--- config.mk ---
export PLATFORM = sky130hd
export DESIGN_NAME = bresenham_line_pixel_address_flat
export DESIGN_NICKNAME = d
export VERILOG_FILES = /design/src/sv/blpa_pkg.sv /design/src/sv/blpa_if.sv /design/src/sv/bresenham_line_pixel_address.sv /design/src/sv/blpa_front.sv /design/src/sv/blpa_queue.sv /design/src/sv/blpa_back.sv /design/src/flat_wrapper.sv
export SDC_FILE = /design/constraint.sdc
export NUM_CORES = 1
export LEC_CHECK = 0
export BUFFER_PORTS_ARGS = -buffer_cell sky130_fd_sc_hd__buf_2
export CORE_UTILIZATION = 40
export CTS_BUF_LIST = sky130_fd_sc_hd__clkbuf_4 sky130_fd_sc_hd__clkbuf_8
export CTS_CLUSTER_SIZE = 24
export DETAILED_ROUTE_END_ITERATION = 10
export SYNTH_ARGS = -nofsm -noshare
export SYNTH_HDL_FRONTEND = slang
export SYNTH_SLANG_ARGS = --single-unit
--- constraint.sdc ---
create_clock -name clk -period 11.1 [get_ports clk]
set_input_delay 2.22 -clock clk [delete_from_list [all_inputs] [get_ports clk]]
set_output_delay 2.22 -clock clk [all_outputs]
set_load 0.02 [all_outputs]
--- src/sv/blpa_pkg.sv ---
// ---------------------------------------------------------------------------
// blpa_pkg
// Shared types and constants for the line pixel address generator.
// ---------------------------------------------------------------------------
`default_nettype none

package blpa_pkg;

    // fixed field widths
    localparam int ADDR_W      = 32;
    localparam int PITCH_W     = 12;
    localparam int COLOUR_W    = 8;
    localparam int CFG_DATA_W  = 32;
    localparam int CFG_INDEX_W = 1;

    // widest coordinate the design supports; queue fields are sized for it
    localparam int COORD_MAX_W = 16;
    localparam int DEC_MAX_W   = COORD_MAX_W + 2;

    // command queue depth
    localparam int QUEUE_DEPTH = 4;

    // register reset values
    localparam logic [PITCH_W-1:0] PITCH_RESET = 12'd640;
    localparam logic [ADDR_W-1:0]  BASE_RESET  = 32'd0;

    // register indexes
    localparam logic [CFG_INDEX_W-1:0] CFG_ROW_PITCH  = 1'b0;
    localparam logic [CFG_INDEX_W-1:0] CFG_FRAME_BASE = 1'b1;

    // item opcodes
    typedef enum logic {
        OP_START = 1'b0,
        OP_TICK  = 1'b1
    } op_t;

    // classified command handed from front to back
    typedef struct packed {
        op_t                   op;
        logic [ADDR_W-1:0]     base_off;
        logic [ADDR_W-1:0]     diag_step;
        logic [ADDR_W-1:0]     straight_step;
        logic [DEC_MAX_W-1:0]  decision;
        logic [DEC_MAX_W-1:0]  diag_adjust;
        logic [DEC_MAX_W-2:0]  straight_adjust;
        logic [COORD_MAX_W:0]  pixel_count;
        logic [COLOUR_W-1:0]   colour;
    } line_cmd_t;

endpackage

`default_nettype wire

--- src/sv/blpa_if.sv ---
// ---------------------------------------------------------------------------
// blpa_cmd_if / blpa_pixel_if
// Valid/ready channels for command items and pixel items.
// ---------------------------------------------------------------------------
`default_nettype none

interface blpa_cmd_if #(parameter int COORD_WIDTH = 11);
    logic                          valid;
    logic                          ready;
    logic                          op;
    logic [COORD_WIDTH-1:0]        x_start;
    logic [COORD_WIDTH-1:0]        y_start;
    logic [COORD_WIDTH-1:0]        x_end;
    logic [COORD_WIDTH-1:0]        y_end;
    logic [blpa_pkg::COLOUR_W-1:0] colour;

    modport source (output valid, op, x_start, y_start, x_end, y_end, colour,
                    input ready);
    modport sink   (input valid, op, x_start, y_start, x_end, y_end, colour,
                    output ready);
endinterface

interface blpa_pixel_if;
    logic                          valid;
    logic                          ready;
    logic [blpa_pkg::ADDR_W-1:0]   pixel_address;
    logic [blpa_pkg::COLOUR_W-1:0] pixel_colour;
    logic                          last;

    modport source (output valid, pixel_address, pixel_colour, last,
                    input ready);
    modport sink   (input valid, pixel_address, pixel_colour, last,
                    output ready);
endinterface

`default_nettype wire

--- src/sv/bresenham_line_pixel_address.sv ---
// ---------------------------------------------------------------------------
// bresenham_line_pixel_address
// Line generator producing frame-buffer byte addresses, one pixel per tick while a line is drawing.
// ---------------------------------------------------------------------------
//
//  channel   dir  handshake      payload
//  cmd       in   valid/ready    op, x_start, y_start, x_end, y_end, colour
//  pixel     out  valid/ready    pixel_address, pixel_colour, last
//  cfg       in   cfg_we         cfg_index, cfg_data (row_pitch, frame_base)
//
//  one item per clock sustained while pixel does not stall; a tick item passes
//  the input register, the queue and the output register before its pixel
//  leaves. start setup costs one multiply in the front stage.
//  reset clears the line state and loads row_pitch 640, frame_base 0.
//  the 4-entry queue lets the front keep taking items while pixel stalls.
//
`default_nettype none

module bresenham_line_pixel_address #(
    parameter int COORD_WIDTH = 11
) (
    input  wire logic                              clk,
    input  wire logic                              rst_n,
    blpa_cmd_if.sink                               cmd,
    blpa_pixel_if.source                           pixel,
    input  wire logic                              cfg_we,
    input  wire logic [blpa_pkg::CFG_INDEX_W-1:0]  cfg_index,
    input  wire logic [blpa_pkg::CFG_DATA_W-1:0]   cfg_data
);

    logic [blpa_pkg::ADDR_W-1:0] frame_base;
    logic                        q_push;
    logic                        q_full;
    logic                        q_pop;
    logic                        q_empty;
    blpa_pkg::line_cmd_t         push_data;
    blpa_pkg::line_cmd_t         pop_data;

    // setup front
    blpa_front #(.COORD_WIDTH(COORD_WIDTH)) u_front (
        .clk        (clk),
        .rst_n      (rst_n),
        .cmd        (cmd),
        .cfg_we     (cfg_we),
        .cfg_index  (cfg_index),
        .cfg_data   (cfg_data),
        .frame_base (frame_base),
        .q_full     (q_full),
        .q_push     (q_push),
        .q_data     (push_data)
    );

    // command queue
    blpa_queue u_queue (
        .clk       (clk),
        .rst_n     (rst_n),
        .push      (q_push),
        .push_data (push_data),
        .full      (q_full),
        .pop       (q_pop),
        .pop_data  (pop_data),
        .empty     (q_empty)
    );

    // stepping back end
    blpa_back #(.COORD_WIDTH(COORD_WIDTH)) u_back (
        .clk        (clk),
        .rst_n      (rst_n),
        .frame_base (frame_base),
        .q_data     (pop_data),
        .q_empty    (q_empty),
        .q_pop      (q_pop),
        .pixel      (pixel)
    );

endmodule

`default_nettype wire

--- src/sv/blpa_front.sv ---
// ---------------------------------------------------------------------------
// blpa_front
// Input register, config registers and line setup classification.
// ---------------------------------------------------------------------------
`default_nettype none

module blpa_front #(
    parameter int COORD_WIDTH = 11
) (
    input  wire logic                              clk,
    input  wire logic                              rst_n,
    blpa_cmd_if.sink                               cmd,
    input  wire logic                              cfg_we,
    input  wire logic [blpa_pkg::CFG_INDEX_W-1:0]  cfg_index,
    input  wire logic [blpa_pkg::CFG_DATA_W-1:0]   cfg_data,
    output logic      [blpa_pkg::ADDR_W-1:0]       frame_base,
    input  wire logic                              q_full,
    output logic                                   q_push,
    output blpa_pkg::line_cmd_t                    q_data
);

    localparam int CW       = COORD_WIDTH;
    localparam int ADDR_W   = blpa_pkg::ADDR_W;
    localparam int PITCH_W  = blpa_pkg::PITCH_W;
    localparam int COLOUR_W = blpa_pkg::COLOUR_W;
    localparam int DMAX     = blpa_pkg::DEC_MAX_W;
    localparam int CMAX     = blpa_pkg::COORD_MAX_W;
    localparam int DW       = CW + 2;
    localparam int PROD_W   = CW + PITCH_W;

    logic [PITCH_W-1:0]  pitch_reg;
    logic [ADDR_W-1:0]   base_reg;

    logic                s1_valid_reg;
    logic                s1_op_reg;
    logic [CW-1:0]       xa_reg;
    logic [CW-1:0]       ya_reg;
    logic [CW-1:0]       xb_reg;
    logic [CW-1:0]       yb_reg;
    logic [COLOUR_W-1:0] colour_reg;

    logic                dx_neg;
    logic                dy_neg;
    logic [CW-1:0]       adx;
    logic [CW-1:0]       ady;
    logic                x_major;
    logic [CW-1:0]       major;
    logic [CW-1:0]       minor;
    logic [ADDR_W-1:0]   col_step;
    logic [ADDR_W-1:0]   row_step;
    logic [ADDR_W-1:0]   pitch_ext;
    logic [PROD_W-1:0]   row_prod;
    logic [DW-1:0]       decision;
    logic [DW-1:0]       diag_adjust;
    logic [CW:0]         straight_adjust;
    logic [CW:0]         pixel_count;

    // config registers
    always_ff @(posedge clk or negedge rst_n)
    begin
        if (!rst_n)
        begin
            pitch_reg <= blpa_pkg::PITCH_RESET;
            base_reg  <= blpa_pkg::BASE_RESET;
        end
        else if (cfg_we)
        begin
            unique case (cfg_index)
                blpa_pkg::CFG_ROW_PITCH:  pitch_reg <= cfg_data[PITCH_W-1:0];
                blpa_pkg::CFG_FRAME_BASE: base_reg  <= cfg_data[ADDR_W-1:0];
                default:
                begin
                end
            endcase
        end
    end

    assign frame_base = base_reg;

    // input stage: takes a new item when it holds none or the held one moves on
    assign cmd.ready = !s1_valid_reg || !q_full;
    assign q_push    = s1_valid_reg && !q_full;

    always_ff @(posedge clk or negedge rst_n)
    begin
        if (!rst_n)
        begin
            s1_valid_reg <= 1'b0;
        end
        else if (cmd.ready)
        begin
            s1_valid_reg <= cmd.valid;
        end
    end

    always_ff @(posedge clk)
    begin
        if (cmd.valid && cmd.ready)
        begin
            s1_op_reg  <= cmd.op;
            xa_reg     <= cmd.x_start;
            ya_reg     <= cmd.y_start;
            xb_reg     <= cmd.x_end;
            yb_reg     <= cmd.y_end;
            colour_reg <= cmd.colour;
        end
    end

    // extents, steps and decision terms
    always_comb
    begin
        dx_neg   = xb_reg < xa_reg;
        dy_neg   = yb_reg < ya_reg;
        adx      = dx_neg ? (xa_reg - xb_reg) : (xb_reg - xa_reg);
        ady      = dy_neg ? (ya_reg - yb_reg) : (yb_reg - ya_reg);
        // equal extents count as y major
        x_major  = adx > ady;
        major    = x_major ? adx : ady;
        minor    = x_major ? ady : adx;

        pitch_ext = ADDR_W'(pitch_reg);
        col_step  = dx_neg ? {ADDR_W{1'b1}} : ADDR_W'(1);
        row_step  = dy_neg ? (ADDR_W'(0) - pitch_ext) : pitch_ext;

        row_prod  = PROD_W'(ya_reg) * PROD_W'(pitch_reg);

        decision        = {1'b0, minor, 1'b0} - {2'b00, major};
        diag_adjust     = {1'b0, minor, 1'b0} - {1'b0, major, 1'b0};
        straight_adjust = {minor, 1'b0};
        pixel_count     = {1'b0, major} + (CW+1)'(1);

        q_data.op              = blpa_pkg::op_t'(s1_op_reg);
        q_data.base_off        = ADDR_W'(row_prod) + ADDR_W'(xa_reg);
        q_data.diag_step       = col_step + row_step;
        q_data.straight_step   = x_major ? col_step : row_step;
        q_data.decision        = DMAX'(decision);
        q_data.diag_adjust     = DMAX'(diag_adjust);
        q_data.straight_adjust = (DMAX-1)'(straight_adjust);
        q_data.pixel_count     = (CMAX+1)'(pixel_count);
        q_data.colour          = colour_reg;
    end

endmodule

`default_nettype wire

--- src/sv/blpa_queue.sv ---
// ---------------------------------------------------------------------------
// blpa_queue
// Short command queue between the setup front and the stepping back.
// ---------------------------------------------------------------------------
`default_nettype none

module blpa_queue (
    input  wire logic                 clk,
    input  wire logic                 rst_n,
    input  wire logic                 push,
    input  wire blpa_pkg::line_cmd_t  push_data,
    output logic                      full,
    input  wire logic                 pop,
    output blpa_pkg::line_cmd_t       pop_data,
    output logic                      empty
);

    localparam int DEPTH = blpa_pkg::QUEUE_DEPTH;
    localparam int PTR_W = $clog2(DEPTH);
    localparam int CNT_W = $clog2(DEPTH + 1);

    blpa_pkg::line_cmd_t entry_reg [DEPTH];
    logic [PTR_W-1:0]    wr_ptr_reg;
    logic [PTR_W-1:0]    rd_ptr_reg;
    logic [CNT_W-1:0]    count_reg;
    logic [PTR_W-1:0]    wr_ptr_next;
    logic [PTR_W-1:0]    rd_ptr_next;
    logic [CNT_W-1:0]    count_next;

    assign full     = count_reg == CNT_W'(DEPTH);
    assign empty    = count_reg == CNT_W'(0);
    assign pop_data = entry_reg[rd_ptr_reg];

    // pointer and fill count update
    always_comb
    begin
        wr_ptr_next = wr_ptr_reg;
        rd_ptr_next = rd_ptr_reg;
        count_next  = count_reg;
        if (push)
        begin
            wr_ptr_next = (wr_ptr_reg == PTR_W'(DEPTH - 1)) ? PTR_W'(0)
                                                             : wr_ptr_reg + PTR_W'(1);
        end
        if (pop)
        begin
            rd_ptr_next = (rd_ptr_reg == PTR_W'(DEPTH - 1)) ? PTR_W'(0)
                                                             : rd_ptr_reg + PTR_W'(1);
        end
        if (push && !pop)
        begin
            count_next = count_reg + CNT_W'(1);
        end
        else if (pop && !push)
        begin
            count_next = count_reg - CNT_W'(1);
        end
    end

    always_ff @(posedge clk or negedge rst_n)
    begin
        if (!rst_n)
        begin
            wr_ptr_reg <= '0;
            rd_ptr_reg <= '0;
            count_reg  <= '0;
        end
        else
        begin
            wr_ptr_reg <= wr_ptr_next;
            rd_ptr_reg <= rd_ptr_next;
            count_reg  <= count_next;
        end
    end

    // entry storage
    always_ff @(posedge clk)
    begin
        if (push)
        begin
            entry_reg[wr_ptr_reg] <= push_data;
        end
    end

endmodule

`default_nettype wire

--- src/sv/blpa_back.sv ---
// ---------------------------------------------------------------------------
// blpa_back
// Line stepping engine with registered pixel output.
// ---------------------------------------------------------------------------
`default_nettype none

module blpa_back #(
    parameter int COORD_WIDTH = 11
) (
    input  wire logic                        clk,
    input  wire logic                        rst_n,
    input  wire logic [blpa_pkg::ADDR_W-1:0] frame_base,
    input  wire blpa_pkg::line_cmd_t         q_data,
    input  wire logic                        q_empty,
    output logic                             q_pop,
    blpa_pixel_if.source                     pixel
);

    localparam int CW       = COORD_WIDTH;
    localparam int ADDR_W   = blpa_pkg::ADDR_W;
    localparam int COLOUR_W = blpa_pkg::COLOUR_W;
    localparam int DW       = CW + 2;

    logic                active_reg,      active_next;
    logic [ADDR_W-1:0]   addr_reg,        addr_next;
    logic [DW-1:0]       decision_reg,    decision_next;
    logic [CW:0]         left_reg,        left_next;
    logic [ADDR_W-1:0]   diag_step_reg,   diag_step_next;
    logic [ADDR_W-1:0]   str_step_reg,    str_step_next;
    logic [DW-1:0]       diag_adj_reg,    diag_adj_next;
    logic [CW:0]         str_adj_reg,     str_adj_next;
    logic [COLOUR_W-1:0] colour_reg,      colour_next;

    logic                out_valid_reg;
    logic [ADDR_W-1:0]   out_addr_reg;
    logic [COLOUR_W-1:0] out_colour_reg;
    logic                out_last_reg;

    logic                can_take;
    logic                is_start;
    logic                emit;
    logic                final_pixel;

    assign can_take    = !out_valid_reg || pixel.ready;
    assign q_pop       = !q_empty && can_take;
    assign is_start    = q_data.op == blpa_pkg::OP_START;
    assign emit        = q_pop && !is_start && active_reg;
    assign final_pixel = left_reg == (CW+1)'(1);

    // line state: load on start, step on tick
    always_comb
    begin
        active_next    = active_reg;
        addr_next      = addr_reg;
        decision_next  = decision_reg;
        left_next      = left_reg;
        diag_step_next = diag_step_reg;
        str_step_next  = str_step_reg;
        diag_adj_next  = diag_adj_reg;
        str_adj_next   = str_adj_reg;
        colour_next    = colour_reg;
        if (q_pop && is_start)
        begin
            active_next    = 1'b1;
            addr_next      = frame_base + q_data.base_off;
            decision_next  = q_data.decision[DW-1:0];
            left_next      = q_data.pixel_count[CW:0];
            diag_step_next = q_data.diag_step;
            str_step_next  = q_data.straight_step;
            diag_adj_next  = q_data.diag_adjust[DW-1:0];
            str_adj_next   = q_data.straight_adjust[CW:0];
            colour_next    = q_data.colour;
        end
        else if (emit)
        begin
            // non-negative decision takes the diagonal step
            if (!decision_reg[DW-1])
            begin
                addr_next     = addr_reg + diag_step_reg;
                decision_next = decision_reg + diag_adj_reg;
            end
            else
            begin
                addr_next     = addr_reg + str_step_reg;
                decision_next = decision_reg + {1'b0, str_adj_reg};
            end
            left_next   = left_reg - (CW+1)'(1);
            active_next = !final_pixel;
        end
    end

    always_ff @(posedge clk or negedge rst_n)
    begin
        if (!rst_n)
        begin
            active_reg    <= 1'b0;
            addr_reg      <= '0;
            decision_reg  <= '0;
            left_reg      <= '0;
            diag_step_reg <= '0;
            str_step_reg  <= '0;
            diag_adj_reg  <= '0;
            str_adj_reg   <= '0;
            colour_reg    <= '0;
        end
        else
        begin
            active_reg    <= active_next;
            addr_reg      <= addr_next;
            decision_reg  <= decision_next;
            left_reg      <= left_next;
            diag_step_reg <= diag_step_next;
            str_step_reg  <= str_step_next;
            diag_adj_reg  <= diag_adj_next;
            str_adj_reg   <= str_adj_next;
            colour_reg    <= colour_next;
        end
    end

    // output register
    always_ff @(posedge clk or negedge rst_n)
    begin
        if (!rst_n)
        begin
            out_valid_reg <= 1'b0;
        end
        else if (emit)
        begin
            out_valid_reg <= 1'b1;
        end
        else if (pixel.ready)
        begin
            out_valid_reg <= 1'b0;
        end
    end

    always_ff @(posedge clk)
    begin
        if (emit)
        begin
            out_addr_reg   <= addr_reg;
            out_colour_reg <= colour_reg;
            out_last_reg   <= final_pixel;
        end
    end

    assign pixel.valid         = out_valid_reg;
    assign pixel.pixel_address = out_addr_reg;
    assign pixel.pixel_colour  = out_colour_reg;
    assign pixel.last          = out_last_reg;

    // checks
    a_active_has_pixels: assert property (@(posedge clk) disable iff (!rst_n)
        active_reg |-> left_reg != '0)
        else $error("active line with no pixels left");

    a_last_ends_line: assert property (@(posedge clk) disable iff (!rst_n)
        (emit && final_pixel) |=> !active_reg)
        else $error("line still active after its last pixel");

    a_start_loads: assert property (@(posedge clk) disable iff (!rst_n)
        (q_pop && is_start) |=>
            (active_reg && left_reg == $past(q_data.pixel_count[CW:0])))
        else $error("start item did not load the line");

    a_out_from_emit: assert property (@(posedge clk) disable iff (!rst_n)
        $rose(out_valid_reg) |-> $past(emit))
        else $error("pixel item appeared without a tick");

endmodule

`default_nettype wire

--- src/flat_wrapper.sv ---
// flat-port wrapper written by rule: the top's interface ports become plain ports
module bresenham_line_pixel_address_flat 
#(
    parameter int COORD_WIDTH = 11
)
  (clk, rst_n, cfg_we, cfg_index, cfg_data, cmd_valid, cmd_op, cmd_x_start, cmd_y_start, cmd_x_end, cmd_y_end, cmd_colour, cmd_ready, pixel_valid, pixel_pixel_address, pixel_pixel_colour, pixel_last, pixel_ready);
  blpa_cmd_if #(.COORD_WIDTH(COORD_WIDTH)) cmd_i ();
  blpa_pixel_if pixel_i ();
  input  wire logic clk;
  input  wire logic rst_n;
  input  wire logic cfg_we;
  input  wire logic [blpa_pkg::CFG_INDEX_W-1:0] cfg_index;
  input  wire logic [blpa_pkg::CFG_DATA_W-1:0] cfg_data;
  input wire logic [$bits(cmd_i.valid)-1:0] cmd_valid;
  input wire logic [$bits(cmd_i.op)-1:0] cmd_op;
  input wire logic [$bits(cmd_i.x_start)-1:0] cmd_x_start;
  input wire logic [$bits(cmd_i.y_start)-1:0] cmd_y_start;
  input wire logic [$bits(cmd_i.x_end)-1:0] cmd_x_end;
  input wire logic [$bits(cmd_i.y_end)-1:0] cmd_y_end;
  input wire logic [$bits(cmd_i.colour)-1:0] cmd_colour;
  output wire logic [$bits(cmd_i.ready)-1:0] cmd_ready;
  output wire logic [$bits(pixel_i.valid)-1:0] pixel_valid;
  output wire logic [$bits(pixel_i.pixel_address)-1:0] pixel_pixel_address;
  output wire logic [$bits(pixel_i.pixel_colour)-1:0] pixel_pixel_colour;
  output wire logic [$bits(pixel_i.last)-1:0] pixel_last;
  input wire logic [$bits(pixel_i.ready)-1:0] pixel_ready;
  assign cmd_i.valid = cmd_valid;
  assign cmd_i.op = cmd_op;
  assign cmd_i.x_start = cmd_x_start;
  assign cmd_i.y_start = cmd_y_start;
  assign cmd_i.x_end = cmd_x_end;
  assign cmd_i.y_end = cmd_y_end;
  assign cmd_i.colour = cmd_colour;
  assign cmd_ready = cmd_i.ready;
  assign pixel_valid = pixel_i.valid;
  assign pixel_pixel_address = pixel_i.pixel_address;
  assign pixel_pixel_colour = pixel_i.pixel_colour;
  assign pixel_last = pixel_i.last;
  assign pixel_i.ready = pixel_ready;
  bresenham_line_pixel_address #(.COORD_WIDTH(COORD_WIDTH)) u_core (.clk(clk), .rst_n(rst_n), .cmd(cmd_i), .pixel(pixel_i), .cfg_we(cfg_we), .cfg_index(cfg_index), .cfg_data(cfg_data));
endmodule
; ---- Word level (Yosys, flattened, before mapping)
; Memories as Yosys holds them, arrays and structs flattened.
; Index checks and enable logic that the tools add are counted.
[classes]
n_addsub = 20
n_mul = 1
n_lt_le_gt_ge = 3
n_eq_ne = 4
muxes = 25
bitwise_logic = 2
n_reduce_logical = 23
[ops]
columns = cell, n
row1 = 32-bit two-way mux, 6
row2 = 32-bit adder, 4
row3 = 11-bit two-way mux, 4
row4 = 11-bit subtractor, 4
row5 = 13-bit two-way mux, 3
row6 = 23-bit by 11-bit adder with 24-bit output, 1
row7 = 12-bit two-way mux, 2
row8 = 11-bit by 12-bit multiplier with 23-bit output, 1
row9 = 11-bit < comparator, 2
row10 = 13-bit by 12-bit adder with 13-bit output, 1
row11 = 13-bit adder, 1
row12 = "1-bit by 12-bit subtractor with 13-bit output, first input constant", 1
row13 = 12-bit by 11-bit subtractor with 13-bit output, 1
row14 = 12-bit by 12-bit subtractor with 13-bit output, 1
row15 = "11-bit by 1-bit adder with 12-bit output, second input constant", 1
row16 = "12-bit by 1-bit == test with 1-bit output, second input constant", 1
row17 = "12-bit by 1-bit subtractor with 12-bit output, second input constant", 1
row18 = 11-bit > comparator, 1
row19 = 1-bit logical AND, 8
row20 = 1-bit logical NOT, 7
row21 = 1-bit two-way mux, 6
row22 = 3-bit two-way mux, 2
row23 = 2-bit nonzero test, 3
row24 = "2-bit by 1-bit adder with 2-bit output, second input constant", 2
row25 = 9 further kinds, 14
[totals]
reg_bits = 302
ram_bits = 584
input_bits = 91
out_inout_bits = 43
elab_cells = 104
n_memories = 1
[memory_table]
columns = name, words, width, rd, rd_clocked_by_memory_dff, write_ports, line_no
row1 = u_core.u_queue.entry_reg, 4, 146, 1, 0, 1, blpa_queue.sv:22  ; blpa_pkg::line_cmd_t entry_reg [DEPTH];

; ---- Longest topological paths before layout
[logic_depth]
word_depth = 7
mapped_depth = 38
depth_no_buf = 34

; ---- By module
; Synthesis repeated with hierarchy kept, for this count alone.
[hier_totals]
cells_unflattened = 3733
hier_area_um2 = 50632.3
[by_module_without_submodules]
columns = module, instances, cells_per_inst, area_each_um2, seq_area_each_um2
row1 = blpa_queue, 1, 952, 25668.4, 21195.3
row2 = blpa_front, 1, 1473, 13172.6, 2720.1
row3 = blpa_back, 1, 1308, 11791.3, 5134.9

; ---- Worst setup path after synthesis
; Ideal clock, no wire load.
[synth_timing]
path_kind = reg-to-reg
start = register u_core.u_front.ya_reg[1]
end = memory u_core.u_queue.entry_reg[0][56] (netlist name), data pin
setup_ns = 0.217
arrival_ns = 6.804
required_time_ns = 10.883
slack_ns = 4.079
path_stages_with_launch = 36
n_path_buf = 5
synth_period_minus_slack_ns = 7.021
path_cell_list = edfxtp_1 -> clkbuf_1 -> inv_1 -> fa_1 -> a21o_1 -> a21oi_1 -> o221ai_1 -> a21oi_1 -> inv_1 -> a21o_1 -> a21oi_1 -> mux2i_1 -> xor2_1 -> inv_1 -> ha_1 -> a21oi_1 -> o21ai_0 -> a2111o_1 -> nand2_1 -> buf_2 -> buf_2 -> buf_2 -> buf_1 -> o21ai_0 -> ha_1 -> nor2b_1 -> o21ai_0 -> nand2b_1 -> and2_1 -> o21ai_0 -> nand2_1 -> a21o_1 -> a21o_1 -> a21o_1 -> a21o_1 -> a211oi_1
[synth_rtl]
columns = element, line_no
row1 = from (decl), blpa_front.sv:37  ; logic [CW-1:0] ya_reg;
row2 = from (signal assigned), blpa_front.sv:102  ; ya_reg <= cmd.y_start;
row3 = to (decl), blpa_queue.sv:22

==> impl_metrics.json <==
{
  "netlist_area_sq_um": 40800,
  "via_per_inst": 5.22,
  "fp.dieW_um": 321,
  "io_pins": 134,
  "layout_common_cells": "edfxtp_1 (594), nand2_1 (406), inv_1 (250)",
  "drc": 0,
  "die_y_um": 321,
  "async_reset_ff_share_pct": 23.8,
  "slew_viol_final": 0,
  "insertion_delay_ns": 0.82,
  "first_pass_iters": 8,
  "synth_top_area_share_pct": 43.7,
  "cts_root_buf": "clkbuf_8",
  "holdBufCountCts": 0,
  "grtUsageTotal_pct": 19.6,
  "post-route-min-period_ns": 7.97,
  "ys_top_cells_by_area": "edfxtp_1 (44%), dfrtp_1 (11%), mux4_2 (6.9%)",
  "hold_viol": 0,
  "r2r_end": "u_core.u_queue.entry_reg[3][56]",
  "hold_start": "u_core.u_back.colour_reg[2]",
  "area_delta_synth_final_pct": 12.1,
  "worst_setup_path_end_kind": "register",
  "ys_types": 88,
  "setup_ws_ns": 3.13,
  "detail_route.wl_per_cell_um": 20.9,
  "reg2reg_from": "u_core.u_front.ya_reg[2]",
  "gp_congestion": 0.875,
  "period_share_pct": 71.8,
  "reg2reg_depth": 28,
  "core_sq_um": 101000,
  "nets": 3761,
  "whs_path_depth": 0,
  "cts_resized": 0,
  "syn_inst": 3149,
  "largest_reg_flops": 500,
  "drive_gt1_share_pct": 18.4,
  "outcome": "finished, final reports clean",
  "crit_required_ns": 11.64,
  "dp_hpwl_mm": 69.8,
  "cp_slowest_stage_delay_ns": 0.82,
  "grt_pass1_vias": 25300,
  "hold_end": "u_core.u_back.pixel.pixel_colour[2]",
  "htreeDepth": 4,
  "clockBufferDepth": 3,
  "arrival_ns": 8.51,
  "grt_overflow": 0,
  "routed_wl_mm": 100,
  "yosys_warnings": 0,
  "ys_seq_area_share_pct": 55.1,
  "vias": 25100,
  "worstSetupPathType": "register to register",
  "port_buffers": 133,
  "rows": 116,
  "timing.fmax_mhz": 125,
  "syn-num-nets": 3576,
  "worstMarginPinSlew_ns": 1.13,
  "slew-limit-headroom_pct": 23.7,
  "drv_cap": 0,
  "crit_path_frequent_cell": "a21o_1",
  "clk_pin_slew_ns": 0.06,
  "cts.sinks": 780,
  "crit_slowest_cell": "a31o_1",
  "ant_nets": 0,
  "synth-seq-cells": 780,
  "start_util_pct": 40.6,
  "cts_made_buffers": 137,
  "crit_family": "compound AO/OA/AOI/OAI gates",
  "startpoint_type": "register",
  "r2r_slack_ns": 3.13,
  "ys.flop_type": "edfxtp_1",
  "syn_avg_cell_area_sq_um": 13.0,
  "drt_iter0_drc": 1722,
  "rsz0062_at_grt": "no",
  "path_buf_inv": 2,
  "finalSetupViolCount": 0,
  "cp-startpoint": "u_core.u_front.ya_reg[2]",
  "mostFrequentLayoutCell": "edfxtp_1",
  "dp_slack_ns": 3.12,
  "hold_slack_ns": 0.440,
  "grt_pass1_wl_mm": 152,
  "place_area_sq_um": 43000,
  "tritoncts": "built",
  "grt_antenna_before_repair": 2,
  "finalSetupTns_ns": 0,
  "final_area_sq_um": 45700,
  "grt_max_degree": 88,
  "yosysTopAreaCell": "edfxtp_1",
  "die-area_sq_um": 103000,
  "cts_setup_buffers": 0,
  "synth_edf_count": 594,
  "hold_path_class": "register to register",
  "cp_max_fo": 23,
  "clock_skew_ns": 0.0657
}
## Yosys cell counts (all sizes together), types with 4 or more instances
cell type and count:
fa 119, o31ai 14, o21bai 15, buf 26, nand2b 31, a211oi 21
o21ai 156, a21oi 139, or2 10, edfxtp 594, mux4 125, dfrtp 184
o31a 5, xor2 44, nor3b 5, xnor2 93, o21a 22, ha 217
a31o 4, nor2b 32, a31oi 16, a221oi 8, and3 18, mux2 69
mux2i 20, nor4 10, nand3 29, or3 7, nand4 8, and2 44
a21o 50, nor2 145, a21boi 8, o22ai 15, inv 253, a2111oi 4
a22oi 5, nor3 30, nand2 409, clkbuf 96, o41ai 4
## worst max-delay path by stage
stage                                                 end  slack [ns]  cells after the start
after floorplan           u_core.u_queue.entry_reg[0][56]        4.08                     35
after global placement    u_core.u_queue.entry_reg[2][56]        3.34                     28
after detailed placement  u_core.u_queue.entry_reg[0][56]        3.12                     28
after CTS                 u_core.u_queue.entry_reg[2][56]        3.09                     28
after global routing      u_core.u_queue.entry_reg[0][56]        2.47                     28
final                     u_core.u_queue.entry_reg[3][56]        3.13                     28
## final cells by class
type                       count  area (sq um)
fill                        9116         54900
sequential                   780         22500
multi-input combinational   1992         16900
clock buffer                 192          2350
tap                         1357          1700
inverter                     255           957
timing repair buffer         168           937
clock inverter                58           383
antenna                        1          2.50
## worst register-to-register path, delay by kind of cell (launching register included)
family	cells	cell delay, ns
compound gates	15	4.09
fa+ha+maj	3	1.13
simple gates	6	0.73
flops	1	0.61
xor+xnor	1	0.54
buf+inv	2	0.44
mux	1	0.20
## per-stage QoR
stage	util (%)	instances
after global routing	45.5	4803
after floorplan	-	3149
after global placement	42.7	4552
after detailed placement	42.7	4552
after CTS	45.5	4802
final	45.5	4803
## layer usage
layer | GRT usage [%] | part of all wire (%) | routed length (um)
met1 | 26.4 | 44 | 44600
met2 | 32.7 | 49 | 48900
met3 | 3.37 | 4.9 | 4930
met4 | 5.31 | 1.9 | 1880
met5 | 0 | 0 | 0
## logic make-up (layout without fill, tap and decap cells)
family	Yosys count	count (layout)	share of synthesized area [%]
flops	780	780	55.1
other cells	0	1	0
simple gates	786	786	8.59
buf+inv	377	673	3.51
xor+xnor	137	137	2.94
mux	214	214	9.30
compound gates	519	519	8.03
fa+ha+maj	336	336	12.5
Power is left out: the tool's default activity adds up to more than one toggle a clock period on the data nets, which glitch-free logic cannot reach.
